File: config.mk
export PLATFORM = sky130hd
export DESIGN_NAME = sql_session_state_classifier_unit
export DESIGN_NICKNAME = d
export VERILOG_FILES = /design/src/design/sscu_pkg.sv /design/src/design/sscu_scan.sv /design/src/design/sql_session_state_classifier_unit.sv
export SDC_FILE = /design/constraint.sdc
export NUM_CORES = 1
export LEC_CHECK = 0
export BUFFER_PORTS_ARGS = -buffer_cell sky130_fd_sc_hd__buf_2
export CAP_MARGIN = 20
export CORE_AREA = 4 4 88 90
export DETAILED_ROUTE_END_ITERATION = 8
export DIE_AREA = 0 0 92 94
export MAX_ROUTING_LAYER = met4
export PLACE_DENSITY = 0.8
export SYNTH_ARGS = -nofsm -noshare
export SYNTH_HDL_FRONTEND = slang
export SYNTH_SLANG_ARGS = --single-unit
File: constraint.sdc
create_clock -name clk -period 5.25 [get_ports clk]
set_input_delay 0.2625 -clock clk [delete_from_list [all_inputs] [get_ports clk]]
set_output_delay 0.2625 -clock clk [all_outputs]
set_load 0.01 [all_outputs]
File: src/design/sscu_pkg.sv
`timescale 1ns / 1ps

package sscu_pkg;

    // result classes, in order of priority
    typedef enum logic [2:0] {
        CLS_NONE    = 3'd0,
        CLS_AT      = 3'd1,
        CLS_KEYWORD = 3'd2,
        CLS_TEMP    = 3'd3,
        CLS_GETLOCK = 3'd4
    } match_class_t;

    typedef struct packed {
        logic [7:0] sql_byte;
        logic       last_byte;
    } in_item_t;

    typedef struct packed {
        logic         statement_stateful;
        match_class_t match_class;
        logic         session_dirty;
    } out_item_t;

    // keyword prefix table, each string right-justified in 16 bytes
    localparam int unsigned NUM_KW  = 9;
    localparam int unsigned POS_W   = 4;
    localparam logic [POS_W-1:0] POS_MAX = 4'd15;
    localparam int unsigned KW_STR_W = 128;

    localparam logic [KW_STR_W-1:0] KW_STR [0:NUM_KW-1] = '{
        KW_STR_W'("SET"), KW_STR_W'("USE"), KW_STR_W'("LOCK"),
        KW_STR_W'("UNLOCK"), KW_STR_W'("FLUSH"), KW_STR_W'("HANDLER"),
        KW_STR_W'("PREPARE"), KW_STR_W'("DEALLOCATE"), KW_STR_W'("XA")
    };
    localparam logic [POS_W-1:0] KW_LEN [0:NUM_KW-1] = '{
        4'd3, 4'd3, 4'd4, 4'd6, 4'd5, 4'd7, 4'd7, 4'd10, 4'd2
    };

    localparam logic [47:0] CREATE_STR = "CREATE";
    localparam logic [POS_W-1:0] CREATE_LEN = 4'd6;

    // substring patterns
    localparam int unsigned TEMP_LEN = 9;
    localparam logic [TEMP_LEN*8-1:0] TEMP_STR = "TEMPORARY";
    localparam int unsigned GETLOCK_LEN = 8;
    localparam logic [GETLOCK_LEN*8-1:0] GETLOCK_STR = "GET_LOCK";

    localparam int unsigned SCAN_STATE_W = 4;

endpackage

File: src/design/sscu_scan.sv
`timescale 1ns / 1ps

module sscu_scan #(
    parameter int unsigned PLEN = 9,
    parameter logic [PLEN*8-1:0] PAT = '0
) (
    input  logic       clk,
    input  logic       rst_n,
    input  logic       step,
    input  logic       clear,
    input  logic [7:0] ch,
    output logic       hit
);
    import sscu_pkg::*;

    localparam int unsigned IW = $clog2(PLEN*8);

    logic [SCAN_STATE_W-1:0] st_reg;
    logic [SCAN_STATE_W-1:0] st_next;
    logic [SCAN_STATE_W-1:0] st_inc;
    logic [IW-1:0]           bit_ofs;
    logic [7:0]              exp_ch;
    logic [7:0]              first_ch;

    always_comb
    begin
        bit_ofs  = IW'((PLEN - 1 - int'(st_reg)) * 8);
        exp_ch   = PAT[bit_ofs +: 8];
        first_ch = PAT[PLEN*8-1 -: 8];
        st_inc   = st_reg + SCAN_STATE_W'(1);
        hit      = 1'b0;
        st_next  = st_reg;
        if (step)
        begin
            if (ch == exp_ch)
            begin
                if (st_inc == SCAN_STATE_W'(PLEN))
                begin
                    hit     = 1'b1;
                    st_next = '0;
                end
                else
                begin
                    st_next = st_inc;
                end
            end
            else
            begin
                st_next = (ch == first_ch) ? SCAN_STATE_W'(1) : '0;
            end
        end
        if (clear)
        begin
            st_next = '0;
        end
    end

    always_ff @(posedge clk or negedge rst_n)
    begin
        if (!rst_n)
        begin
            st_reg <= '0;
        end
        else
        begin
            st_reg <= st_next;
        end
    end

endmodule

File: src/design/sql_session_state_classifier_unit.sv
`timescale 1ns / 1ps

// sql session state classifier: takes statement text one byte per request on
// the in channel (last_byte marks the end of a statement) and, for the last
// byte only, returns one result on the out channel with the match class and
// the sticky session-dirty flag. leading space, tab, lf and cr are skipped;
// letters are folded to upper case. rules, first hit wins: any '@', a keyword
// prefix (SET USE LOCK UNLOCK FLUSH HANDLER PREPARE DEALLOCATE XA), a CREATE
// prefix with TEMPORARY later on, GET_LOCK anywhere. a statement seen while
// pooling_enabled is low, or once the session is dirty, reports class 0.
// rate: one byte per clock while in_ready is high; every byte updates the match registers
// in the cycle it is accepted, and a last byte loads the result register, so
// a result is visible in the cycle after its last byte is taken. a result left
// waiting on out_ready holds off further input only while the result register
// is full. the cfg channel is always ready; write it between statements.
module sql_session_state_classifier_unit (
    input  logic                clk,
    input  logic                rst_n,
    input  logic                in_valid,
    output logic                in_ready,
    input  sscu_pkg::in_item_t  in_data,
    output logic                out_valid,
    input  logic                out_ready,
    output sscu_pkg::out_item_t out_data,
    input  logic                cfg_valid,
    output logic                cfg_ready,
    input  logic                cfg_data
);
    import sscu_pkg::*;

    // config
    logic pooling_reg;

    // per-statement state
    logic              lead_reg, lead_next;
    logic [POS_W-1:0]  pos_reg, pos_next;
    logic [NUM_KW-1:0] kw_alive_reg, kw_alive_next;
    logic              kw_hit_reg, kw_hit_next;
    logic              create_alive_reg, create_alive_next;
    logic              at_reg, at_next;
    logic              temp_found_reg, temp_found_next;
    logic              getlock_found_reg, getlock_found_next;
    logic              skip_reg, skip_next;
    logic              dirty_reg, dirty_next;

    // result register
    logic              res_valid_reg;
    out_item_t         res_reg;

    logic              accept;
    logic              last;
    logic [7:0]        c;
    logic [7:0]        u;
    logic              is_ws;
    logic              examine;
    logic              temp_hit;
    logic              getlock_hit;
    match_class_t      cls;
    logic [POS_W-1:0]  kw_ofs;
    logic [2:0]        cr_ofs;

    assign cfg_ready = 1'b1;
    assign in_ready  = !res_valid_reg || out_ready;
    assign accept    = in_valid && in_ready;
    assign out_valid = res_valid_reg;
    assign out_data  = res_reg;

    assign c       = in_data.sql_byte;
    assign last    = in_data.last_byte;
    // fold a-z to A-Z only
    assign u       = (c >= 8'h61 && c <= 8'h7A) ? (c - 8'd32) : c;
    assign is_ws   = (c == 8'h20) || (c == 8'h09) || (c == 8'h0A) || (c == 8'h0D);
    assign examine = !(lead_reg && is_ws);

    // substring matchers, run over everything after the leading space
    sscu_scan #(
        .PLEN (TEMP_LEN),
        .PAT  (TEMP_STR)
    ) u_scan_temp (
        .clk   (clk),
        .rst_n (rst_n),
        .step  (accept && examine),
        .clear (accept && last),
        .ch    (u),
        .hit   (temp_hit)
    );

    sscu_scan #(
        .PLEN (GETLOCK_LEN),
        .PAT  (GETLOCK_STR)
    ) u_scan_getlock (
        .clk   (clk),
        .rst_n (rst_n),
        .step  (accept && examine),
        .clear (accept && last),
        .ch    (u),
        .hit   (getlock_hit)
    );

    // match state after this byte
    always_comb
    begin
        lead_next          = lead_reg;
        pos_next           = pos_reg;
        kw_alive_next      = kw_alive_reg;
        kw_hit_next        = kw_hit_reg;
        create_alive_next  = create_alive_reg;
        at_next            = at_reg;
        temp_found_next    = temp_found_reg || temp_hit;
        getlock_found_next = getlock_found_reg || getlock_hit;
        skip_next          = skip_reg || !pooling_reg || dirty_reg;
        kw_ofs             = '0;
        cr_ofs             = '0;

        if (examine)
        begin
            lead_next = 1'b0;
            if (c == 8'h40)
            begin
                at_next = 1'b1;
            end
            // keyword prefixes, each checked at the current position
            for (int i = 0; i < NUM_KW; i++)
            begin
                if (kw_alive_reg[i] && (pos_reg < KW_LEN[i]))
                begin
                    kw_ofs = KW_LEN[i] - 4'd1 - pos_reg;
                    if (u == KW_STR[i][{kw_ofs, 3'b000} +: 8])
                    begin
                        if (pos_reg + 4'd1 == KW_LEN[i])
                        begin
                            kw_hit_next = 1'b1;
                        end
                    end
                    else
                    begin
                        kw_alive_next[i] = 1'b0;
                    end
                end
            end
            if (create_alive_reg && (pos_reg < CREATE_LEN))
            begin
                cr_ofs = 3'(CREATE_LEN - 4'd1 - pos_reg);
                if (u != CREATE_STR[{cr_ofs, 3'b000} +: 8])
                begin
                    create_alive_next = 1'b0;
                end
            end
            if (pos_reg != POS_MAX)
            begin
                pos_next = pos_reg + 4'd1;
            end
        end

        // result class, first rule wins
        cls = CLS_NONE;
        if (!skip_next)
        begin
            if (at_next)
            begin
                cls = CLS_AT;
            end
            else if (kw_hit_next)
            begin
                cls = CLS_KEYWORD;
            end
            else if (create_alive_next && (pos_next >= CREATE_LEN) && temp_found_next)
            begin
                cls = CLS_TEMP;
            end
            else if (getlock_found_next)
            begin
                cls = CLS_GETLOCK;
            end
        end
        dirty_next = dirty_reg || (cls != CLS_NONE);
    end

    // config register
    always_ff @(posedge clk or negedge rst_n)
    begin
        if (!rst_n)
        begin
            pooling_reg <= 1'b1;
        end
        else if (cfg_valid && cfg_ready)
        begin
            pooling_reg <= cfg_data;
        end
    end

    // statement state; a last byte returns everything but the dirty flag to reset
    always_ff @(posedge clk or negedge rst_n)
    begin
        if (!rst_n)
        begin
            lead_reg          <= 1'b1;
            pos_reg           <= '0;
            kw_alive_reg      <= '1;
            kw_hit_reg        <= 1'b0;
            create_alive_reg  <= 1'b1;
            at_reg            <= 1'b0;
            temp_found_reg    <= 1'b0;
            getlock_found_reg <= 1'b0;
            skip_reg          <= 1'b0;
            dirty_reg         <= 1'b0;
        end
        else if (accept)
        begin
            if (last)
            begin
                lead_reg          <= 1'b1;
                pos_reg           <= '0;
                kw_alive_reg      <= '1;
                kw_hit_reg        <= 1'b0;
                create_alive_reg  <= 1'b1;
                at_reg            <= 1'b0;
                temp_found_reg    <= 1'b0;
                getlock_found_reg <= 1'b0;
                skip_reg          <= 1'b0;
                dirty_reg         <= dirty_next;
            end
            else
            begin
                lead_reg          <= lead_next;
                pos_reg           <= pos_next;
                kw_alive_reg      <= kw_alive_next;
                kw_hit_reg        <= kw_hit_next;
                create_alive_reg  <= create_alive_next;
                at_reg            <= at_next;
                temp_found_reg    <= temp_found_next;
                getlock_found_reg <= getlock_found_next;
                skip_reg          <= skip_next;
            end
        end
    end

    // result register valid
    always_ff @(posedge clk or negedge rst_n)
    begin
        if (!rst_n)
        begin
            res_valid_reg <= 1'b0;
        end
        else if (accept && last)
        begin
            res_valid_reg <= 1'b1;
        end
        else if (out_ready)
        begin
            res_valid_reg <= 1'b0;
        end
    end

    // result payload
    always_ff @(posedge clk)
    begin
        if (accept && last)
        begin
            res_reg.statement_stateful <= (cls != CLS_NONE);
            res_reg.match_class        <= cls;
            res_reg.session_dirty      <= dirty_next;
        end
    end

    // a last-byte request always produces a result in the next cycle
    a_last_gives_result: assert property (@(posedge clk) disable iff (!rst_n)
        accept && last |=> out_valid)
        else $error("last byte did not load a result");

    // stateful flag agrees with the class
    a_stateful_class: assert property (@(posedge clk) disable iff (!rst_n)
        out_valid |-> (out_data.statement_stateful == (out_data.match_class != CLS_NONE)))
        else $error("stateful flag disagrees with match class");

    // a stateful statement leaves the session dirty
    a_stateful_dirty: assert property (@(posedge clk) disable iff (!rst_n)
        out_valid && out_data.statement_stateful |-> out_data.session_dirty)
        else $error("stateful result without dirty session");

    // dirty is sticky until reset
    a_dirty_sticky: assert property (@(posedge clk) disable iff (!rst_n)
        dirty_reg |=> dirty_reg)
        else $error("session dirty flag cleared");

    // nothing examined while still in leading space
    a_lead_clean: assert property (@(posedge clk) disable iff (!rst_n)
        lead_reg |-> (pos_reg == '0) && (kw_alive_reg == '1) && !at_reg)
        else $error("match state moved during leading space");

endmodule
==> run metrics, run 1 <==
status completed; Peak Freq 217 MHz; drt initial violations 560; leakage 1.78 nW; maxcap violations 0; Sink Count 36; post-cts gate resize count 0; final setup vio count 0; Root Buffer clkbuf_8; crit path max fanout 21; clk slew on worst S/H paths 0.08 ns; P_sw 524 uW; Final Slew Violations 0; pre-CTS setup slack 0.885 ns; first-pass GRT wire length 20,900 microns; power density over the cells 260 nW/um^2; Inserted Clock Buffers 5; grt met1 use 0.426; Comb power frac 0.518; Cell Area, Placed 4370 sq um; GRT Total Usage 0.314; WL/cell 19.9 microns; reg2reg start pos_reg[1]; Post-synth EDFFs 5; WP data required 5.31 ns; Unique masters post-synth 80; crit end category flip-flop; Critical path origin pos_reg[1]; share of layout cells above drive strength 1 0.115; synthesized flop and latch total 36; Post-Route Setup TNS 0 ns; Inserted Diodes 0; Max VDD drop 0.000179 V; RSZ-0062 raised after global routing false; clock power share 0.178; Seq pwr share 0.304; Chip Width 92 microns; Synthesis Warnings 0; Synth Flop Type dfrtp_1; Hold Fails Final Rpt 0; Routed Antenna Nets 0; CORE AREA 7060 sq um; I/O pin count 23; Clock Latency Late Sink 0.30 ns; worst slew pin tran 1.08 ns; Die Footprint 8650 sq um; initial core utilization 0.609; met3 Resource Use GR 0.0377; Most Crowded Layer GR met2; worst path arrival time 4.66 ns; syn nets 599; Cell Area, Synth 4300 sq um; via count 4,374; DR pass1 iterations 6; antenna violations before repair 0; post-CTS setup repair buffer count 0; clock tree buffer depth 2; fin area 4470 sq um; startpoint class of the critical path flip-flop; internal power 639 uW; area grow syn2layout 3.93%; switch share 0.450; average size of a mapped cell 7.79 sq um; # DRC 0; fin crit share 0.876; max_slew headroom 0.281; CTS H-tree depth 2; Crit Path Class reg -> reg; Die H 94 microns; vias in the first global route 4,005; synthesized instance count 552; # nets final 595; ys async rst share 0.861; min-delay worst type in -> async; sequential area share after synthesis 0.219; number of port buffers 21; final worst slack 0.652 ns; largest net degree at the start of global routing 34; minimum clock period 4.60 ns; DRT Wirelength 12,900 microns; clock skew 0.00333 ns; gr ovfl total 0; Rows 31; max reg flops 9; RePlAce Congestion 0.979; CTS tree done; via/cell ratio 6.75; CTS Hold Bufs 0; HPWL Detailed 9270 microns; GR Util met2 0.476
kinds of logic after synthesis:
kind of cell	after synthesis	synth area share
AND/OR/NAND/NOR	221	0.273
AO/OA/AOI/OAI	156	0.261
buffers and inverters	65	0.0663
flip-flops	36	0.219
adder cells (fa/ha/maj)	32	0.0931
XOR/XNOR	30	0.0611
multiplexers	11	0.0262
other	1	0.000872
placed cells by master, fill, tap and decap left out, drive strengths merged, types with 12 or more instances in the layout:
cell,instances
a21oi,27
a31oi,12
buf,24
dfrtp,19
dfstp,12
ha,32
inv,30
nand2,53
nand3,20
nor2,38
nor2b,13
nor3,28
o21ai,29
xnor2,18
xor2,12
final timing paths:
kind	slack, ns	to	depth (start not counted)
setup reg to reg	0.65	out_data[1]	11
min in group clk	0.19	pooling_reg	2
hold / removal	0.01	u_scan_temp.st_reg[3]	1
max in group asynchronous	4.78	pos_reg[1]	1
setup / recovery	0.65	out_data[1]	11
hold reg to reg	0.46	kw_alive_reg[0]	2
power groups by stage:
| stage | combinational [mW] | clock, mW | sequential (mW) |
|---|---|---|---|
| 6_report | 0.603 | 0.207 | 0.353 |
| 3_5_place_dp | 0.582 | 0 | 0.357 |
| 5_1_grt | 0.654 | 0.225 | 0.358 |
| 3_3_place_gp | 0.573 | 0 | 0.354 |
| 2_1_floorplan | 0.459 | 0 | 0.345 |
| 4_1_cts | 0.586 | 0.211 | 0.352 |
per-stage QoR:
step / std cells / util / hold slack, ns / power (mW)
after global routing: 648 / 0.633 / 0.0503 / 1.24
after floorplan: 552 / - / -0.0331 / 0.803
after CTS: 647 / 0.632 / 0.0408 / 1.15
after detailed placement: 639 / 0.619 / 0.361 / 0.939
after global placement: 639 / 0.619 / 0.333 / 0.928
final: 648 / 0.633 / 0.00983 / 1.16
final cells by class:
class	count	area, sq um
fill	657	2590
tap	99	124
clock inverter	3	21.3
inverter	30	113
sequential	36	941
timing repair buffer	24	128
multi-input combinational	451	3080
clock buffer	5	68.8
metal layers:
metal,vias to the layer above,share of wire
met5,-,0
met4,0,0.027
met3,41,0.096
met2,247,0.45
met1,2049,0.42
li1,2037,-
critical path, cell delays in order (launching register included):
cell and delay [ns]:
dfrtp_1 0.79, ha_1 0.47, inv_1 0.16, ha_1 0.74
nand2b_1 0.25, nor4bb_1 0.33, o311ai_1 0.14, a2111oi_0 0.74
nand3b_1 0.16, o2111ai_1 0.22, a2111oi_4 0.13, a31o_1 0.23
synth_stat cells (all sizes together), types with 6 or more instances:
library cell / number / area [sq um]
and2: 6 / 37.5
xor2: 12 / 105
dfstp: 12 / 315
nor2: 38 / 150
nand4: 7 / 43.8
xnor2: 18 / 158
nor3: 28 / 150
a31oi: 12 / 75.1
nor4b: 8 / 76.3
nand2: 53 / 199
o22ai: 7 / 43.8
ha: 32 / 400
inv: 29 / 109
nor4: 10 / 68.8
buf: 17 / 105
clkbuf: 18 / 67.6
o21ai: 29 / 145
or3: 8 / 50.1
dfrtp: 19 / 475
nor2b: 13 / 81.3
nand3: 20 / 100
mux2i: 9 / 90.1
nand2b: 11 / 68.8
a211oi: 8 / 60.1
a21oi: 27 / 135
Power figures use the tool's default switching activity.
==> run 2: changes to the inputs <==
--- a/config.mk
+++ b/config.mk
@@ -7,11 +7,11 @@
 export LEC_CHECK = 0
 export BUFFER_PORTS_ARGS = -buffer_cell sky130_fd_sc_hd__buf_2
 export CAP_MARGIN = 20
-export CORE_AREA = 4 4 88 90
+export CORE_AREA = 4 4 87 89
 export DETAILED_ROUTE_END_ITERATION = 8
-export DIE_AREA = 0 0 92 94
+export DIE_AREA = 0 0 91 93
 export MAX_ROUTING_LAYER = met4
-export PLACE_DENSITY = 0.8
+export PLACE_DENSITY = 0.82
 export SYNTH_ARGS = -nofsm -noshare
 export SYNTH_HDL_FRONTEND = slang
 export SYNTH_SLANG_ARGS = --single-unit
==> constraint.sdc (replaced) <==
create_clock -name clk -period 5.69 [get_ports clk]
set_input_delay 0.2845 -clock clk [delete_from_list [all_inputs] [get_ports clk]]
set_output_delay 0.2845 -clock clk [all_outputs]
set_load 0.01 [all_outputs]
==> run metrics, run 2 (synthesis gave the netlist of run 1 again) <==
status completed; Final Slew Violations 0; worst slew pin tran 1.09 ns; area grow syn2layout 3.52%; Post-Route Setup TNS 0 ns; fin crit share 0.767; crit path max fanout 21; fin area 4450 sq um; # nets final 593; Storage cell area 941 sq um; vias in the first global route 4,078; r2r endpoint out_data[1]; Rows 30; largest net degree at the start of global routing 34; CTS Hold Bufs 0; Inserted Clock Buffers 5; R2R cell count 11; Peak Freq 229 MHz; Most common cell on crit path ha_1; Max VDD drop 0.000222 V; HPWL Detailed 9610 microns; Crit Path Class reg -> reg; slowest cell delay on critical path 0.77 ns; min-delay worst type in -> async; multi-input logic area 3080 sq um; Inserted Diodes 0; drt initial violations 434; number of port buffers 21; Root Buffer clkbuf_8; Routed Antenna Nets 0; Chip Width 91 microns; r2r setup slk 1.33 ns; share of layout cells above drive strength 1 0.112; minimum clock period 4.36 ns; post-CTS setup repair buffer count 0; CTS H-tree depth 2; Hold Fails Final Rpt 0; Cell Area, Placed 4330 sq um; DR pass1 iterations 7; Die Footprint 8460 sq um; final setup vio count 0; RSZ-0062 raised after global routing false; # DRC 0; maxcap violations 0; clock tree buffer depth 2; antenna violations before repair 0; fillcell total 612; gr ovfl total 0; worst path arrival time 4.41 ns; post-cts gate resize count 0; initial core utilization 0.637; clk slew on worst S/H paths 0.09 ns; most frequent cells in the layout nand2_1, nor2_1, ha_1; WL/cell 21.3 microns; WP data required 5.74 ns; max_slew headroom 0.274; CP cell instances ha_1, inv_1, ha_1, nand2b_1, xor2_1, a31oi_1, o32ai_1, nand3_1, a2111oi_2, a2111oi_4, a31o_1; Sink Count 36; Clock Latency Late Sink 0.30 ns; Die H 93 microns; via count 4,428; leakage 1.78 nW; max reg flops 9; clock skew 0.0140 ns; CTS tree done; via/cell ratio 7.06; reg2reg start pos_reg[1]; RePlAce Congestion 0.981; startpoint class of the critical path flip-flop; I/O pin count 23; GRT Total Usage 0.323; DRT Wirelength 13,300 microns; Worst path slowest cell ha_1; first-pass GRT wire length 21,300 microns; CORE AREA 6760 sq um; power density over the cells 251 nW/um^2; most common cell after layout, fill and taps aside nand2_1; crit end category flip-flop
run 2: cell count changes in the layout (fill, tap and decap cells not counted):
cell,before,now
buf_4,3,1
bufinv_16,0,1
inv_6,1,0
run 2: layer usage:
layer  GRT usage  routed length [microns]
met5           -                        0
met4       0.138                      541
met3      0.0523                     1350
met2       0.495                     5920
met1       0.425                     5530
run 2: through the flow:
step	instances	utilization	worst slack, ns	power (mW)	hold WS (ns)
6_report	627	0.659	1.33	1.12	0.0304
5_1_grt	627	0.659	0.851	1.18	0.0688
4_1_cts	626	0.658	1.37	1.10	0.0514
3_5_place_dp	618	0.641	1.38	0.869	0.378
3_3_place_gp	618	0.641	1.56	0.857	0.357
2_1_floorplan	552	-	2.06	0.741	-0.0111
run 2: final cells by class:
class,count,area share
inverters,30,0.0253
well taps,80,0.0225
clock inverters,3,0.00955
clock buffers,5,0.0155
flip-flops and latches,36,0.211
repair buffers,22,0.0253
multi-input cells,451,0.691
run 2: worst max-delay path by stage:
stage / startpoint / end / slack, ns / depth (start not counted)
6_report: pos_reg[1] / out_data[1] / 1.33 / 11
5_1_grt: pos_reg[1] / out_data[1] / 0.85 / 11
3_5_place_dp: pos_reg[1] / out_data[4] / 1.38 / 11
4_1_cts: pos_reg[1] / out_data[3] / 1.37 / 11
2_1_floorplan: pos_reg[1] / out_data[1] / 2.06 / 14
3_3_place_gp: pos_reg[1] / out_data[3] / 1.56 / 11
run 2: power by group:
part | leakage [nW] | switching (mW) | total, mW | internal, mW
Combinational | 1.29 | 0.352 | 0.554 | 0.202
Sequential | 0.436 | 0.0320 | 0.331 | 0.299
Clock | 0.0541 | 0.101 | 0.231 | 0.130
Total | 1.78 | 0.485 | 1.12 | 0.631
run 2: worst max-delay path, delay by kind of cell (launching register included):
family	cells	cell delay, ns
simple gates	2	0.43
buf+inv	1	0.15
xor+xnor	1	0.16
compound gates	5	1.36
fa+ha+maj	2	1.25
flops	1	0.75
==> run 3: changes to the inputs <==
--- a/config.mk
+++ b/config.mk
@@ -7,11 +7,11 @@
 export LEC_CHECK = 0
 export BUFFER_PORTS_ARGS = -buffer_cell sky130_fd_sc_hd__buf_2
 export CAP_MARGIN = 20
-export CORE_AREA = 4 4 87 89
+export CORE_AREA = 4 4 92 94
 export DETAILED_ROUTE_END_ITERATION = 8
-export DIE_AREA = 0 0 91 93
+export DIE_AREA = 0 0 96 98
 export MAX_ROUTING_LAYER = met4
-export PLACE_DENSITY = 0.82
+export PLACE_DENSITY = 0.77
 export SYNTH_ARGS = -nofsm -noshare
 export SYNTH_HDL_FRONTEND = slang
 export SYNTH_SLANG_ARGS = --single-unit
==> constraint.sdc (replaced) <==
create_clock -name clk -period 3.8 [get_ports clk]
set_input_delay 0.19 -clock clk [delete_from_list [all_inputs] [get_ports clk]]
set_output_delay 0.19 -clock clk [all_outputs]
set_load 0.01 [all_outputs]
==> run metrics, run 3 (synthesis gave the netlist of run 1 again) <==
status completed; Max VDD drop 0.000255 V; Root Buffer clkbuf_8; worst path arrival time 3.64 ns; Hold Fails Final Rpt 0; via/cell ratio 6.53; initial core utilization 0.563; most common cell after layout, fill and taps aside nand2_1; most frequent cells in the layout nand2_1, nor2_1, ha_1; area grow syn2layout 8.44%; Worst path slowest cell a2111oi_4; clk slew on worst S/H paths 0.08 ns; vias in the first global route 4,166; DRT Wirelength 13,200 microns; Final Slew Violations 0; Inserted Clock Buffers 5; leakage 1.90 nW; slowest cell delay on critical path 0.56 ns; Die H 98 microns; gr ovfl total 0; pre-CTS setup slack 0.237 ns; WL/cell 19.6 microns; I/O pin count 23; CTS tree done; power density over the cells 349 nW/um^2; minimum clock period 3.52 ns; Crit Path Class reg -> reg; worst slew pin tran 0.992 ns; final setup vio count 0; RePlAce Congestion 0.978; startpoint class of the critical path flip-flop; multi-input logic area 3080 sq um; first-pass GRT wire length 21,600 microns; clock tree buffer depth 2; RSZ-0062 raised after global routing false; DR pass1 iterations 5; Chip Width 96 microns; crit end category flip-flop; Inserted Diodes 0; Peak Freq 284 MHz; drt initial violations 456; max_slew headroom 0.336; antenna violations before repair 0; final worst slack 0.281 ns; GRT Total Usage 0.299; largest net degree at the start of global routing 32; Die Footprint 9410 sq um; HPWL Detailed 9990 microns; CTS H-tree depth 2; Rows 32; fin crit share 0.926; # DRC 0; share of layout cells above drive strength 1 0.153; maxcap violations 0; r2r setup slk 0.28 ns; min-delay worst type in -> reg; WP data required 3.92 ns; fillcell total 703; max reg flops 9; dpl cells 667; Sink Count 36; Clock Latency Late Sink 0.30 ns; number of port buffers 21; crit path max fanout 9; clock skew 0.00796 ns; non-filler cells, final 676; Most common cell on crit path ha_1; # nets final 620; via count 4,412; CP cell instances ha_1, inv_1, ha_1, nand2b_1, and4_1, o311ai_1, a2111oi_0, buf_4, nand3b_1, o2111ai_1, a2111oi_4, nor4b_2; Post-Route Setup TNS 0 ns; CORE AREA 7650 sq um; Routed Antenna Nets 0; Storage cell area 941 sq um
run 3: area by class of cell:
class,count,share of cell area
inverters,30,0.0241
flip-flops and latches,36,0.202
multi-input cells,451,0.660
clock inverters,3,0.00402
repair buffers,49,0.0681
clock buffers,5,0.0148
well taps,102,0.0274
run 3: worst paths after layout:
check,from,end,cells after the start
min in group asynchronous,rst_n,dirty_reg,2
worst max register to register,pos_reg[1],out_data[3],12
worst min register to register,kw_alive_reg[0],kw_alive_reg[0],2
max in group asynchronous,rst_n,u_scan_getlock.st_reg[2],2
worst min-delay path,cfg_data,pooling_reg,2
worst max-delay path,pos_reg[1],out_data[3],12
run 3: timing repair:
item / in CTS / in global routing
buffers inserted: 0 / 0
endpoints found under the hold margin: 19 / 0
gates resized for setup: 0 / 1
endpoints found under the setup margin: 0 / 1
hold buffers: 1 / 0
run 3: routing by layer:
metal | GRT usage | part of all wire | vias up
li1 | - | - | 2103
met1 | 0.423 | 0.45 | 2110
met2 | 0.456 | 0.47 | 182
met3 | 0.0331 | 0.069 | 17
met4 | 0.0678 | 0.013 | 0
met5 | - | 0 | -
run 3: critical path: cells and delay by family (launching register included):
kind	cells	cell delay, ns
flip-flops	1	0.47
AND/OR/NAND/NOR	4	0.81
AO/OA/AOI/OAI	4	1.19
adder cells (fa/ha/maj)	2	0.62
buffers and inverters	2	0.26
run 3: where the power goes:
part	internal (mW)	switching [mW]
Combinational	0.337	0.539
Sequential	0.448	0.0302
Clock	0.128	0.147
run 3: stage by stage:
step                instance area, sq um  power [mW]  hold WS, ns  utilization
finish                              4660        1.63        0.123        0.610
global route                        4660        1.75        0.129        0.610
CTS                                 4660        1.61        0.124        0.610
detailed placement                  4560        1.33        0.272        0.597
global placement                    4560        1.33        0.260        0.597
floorplan                           4300        1.11       -0.106            -
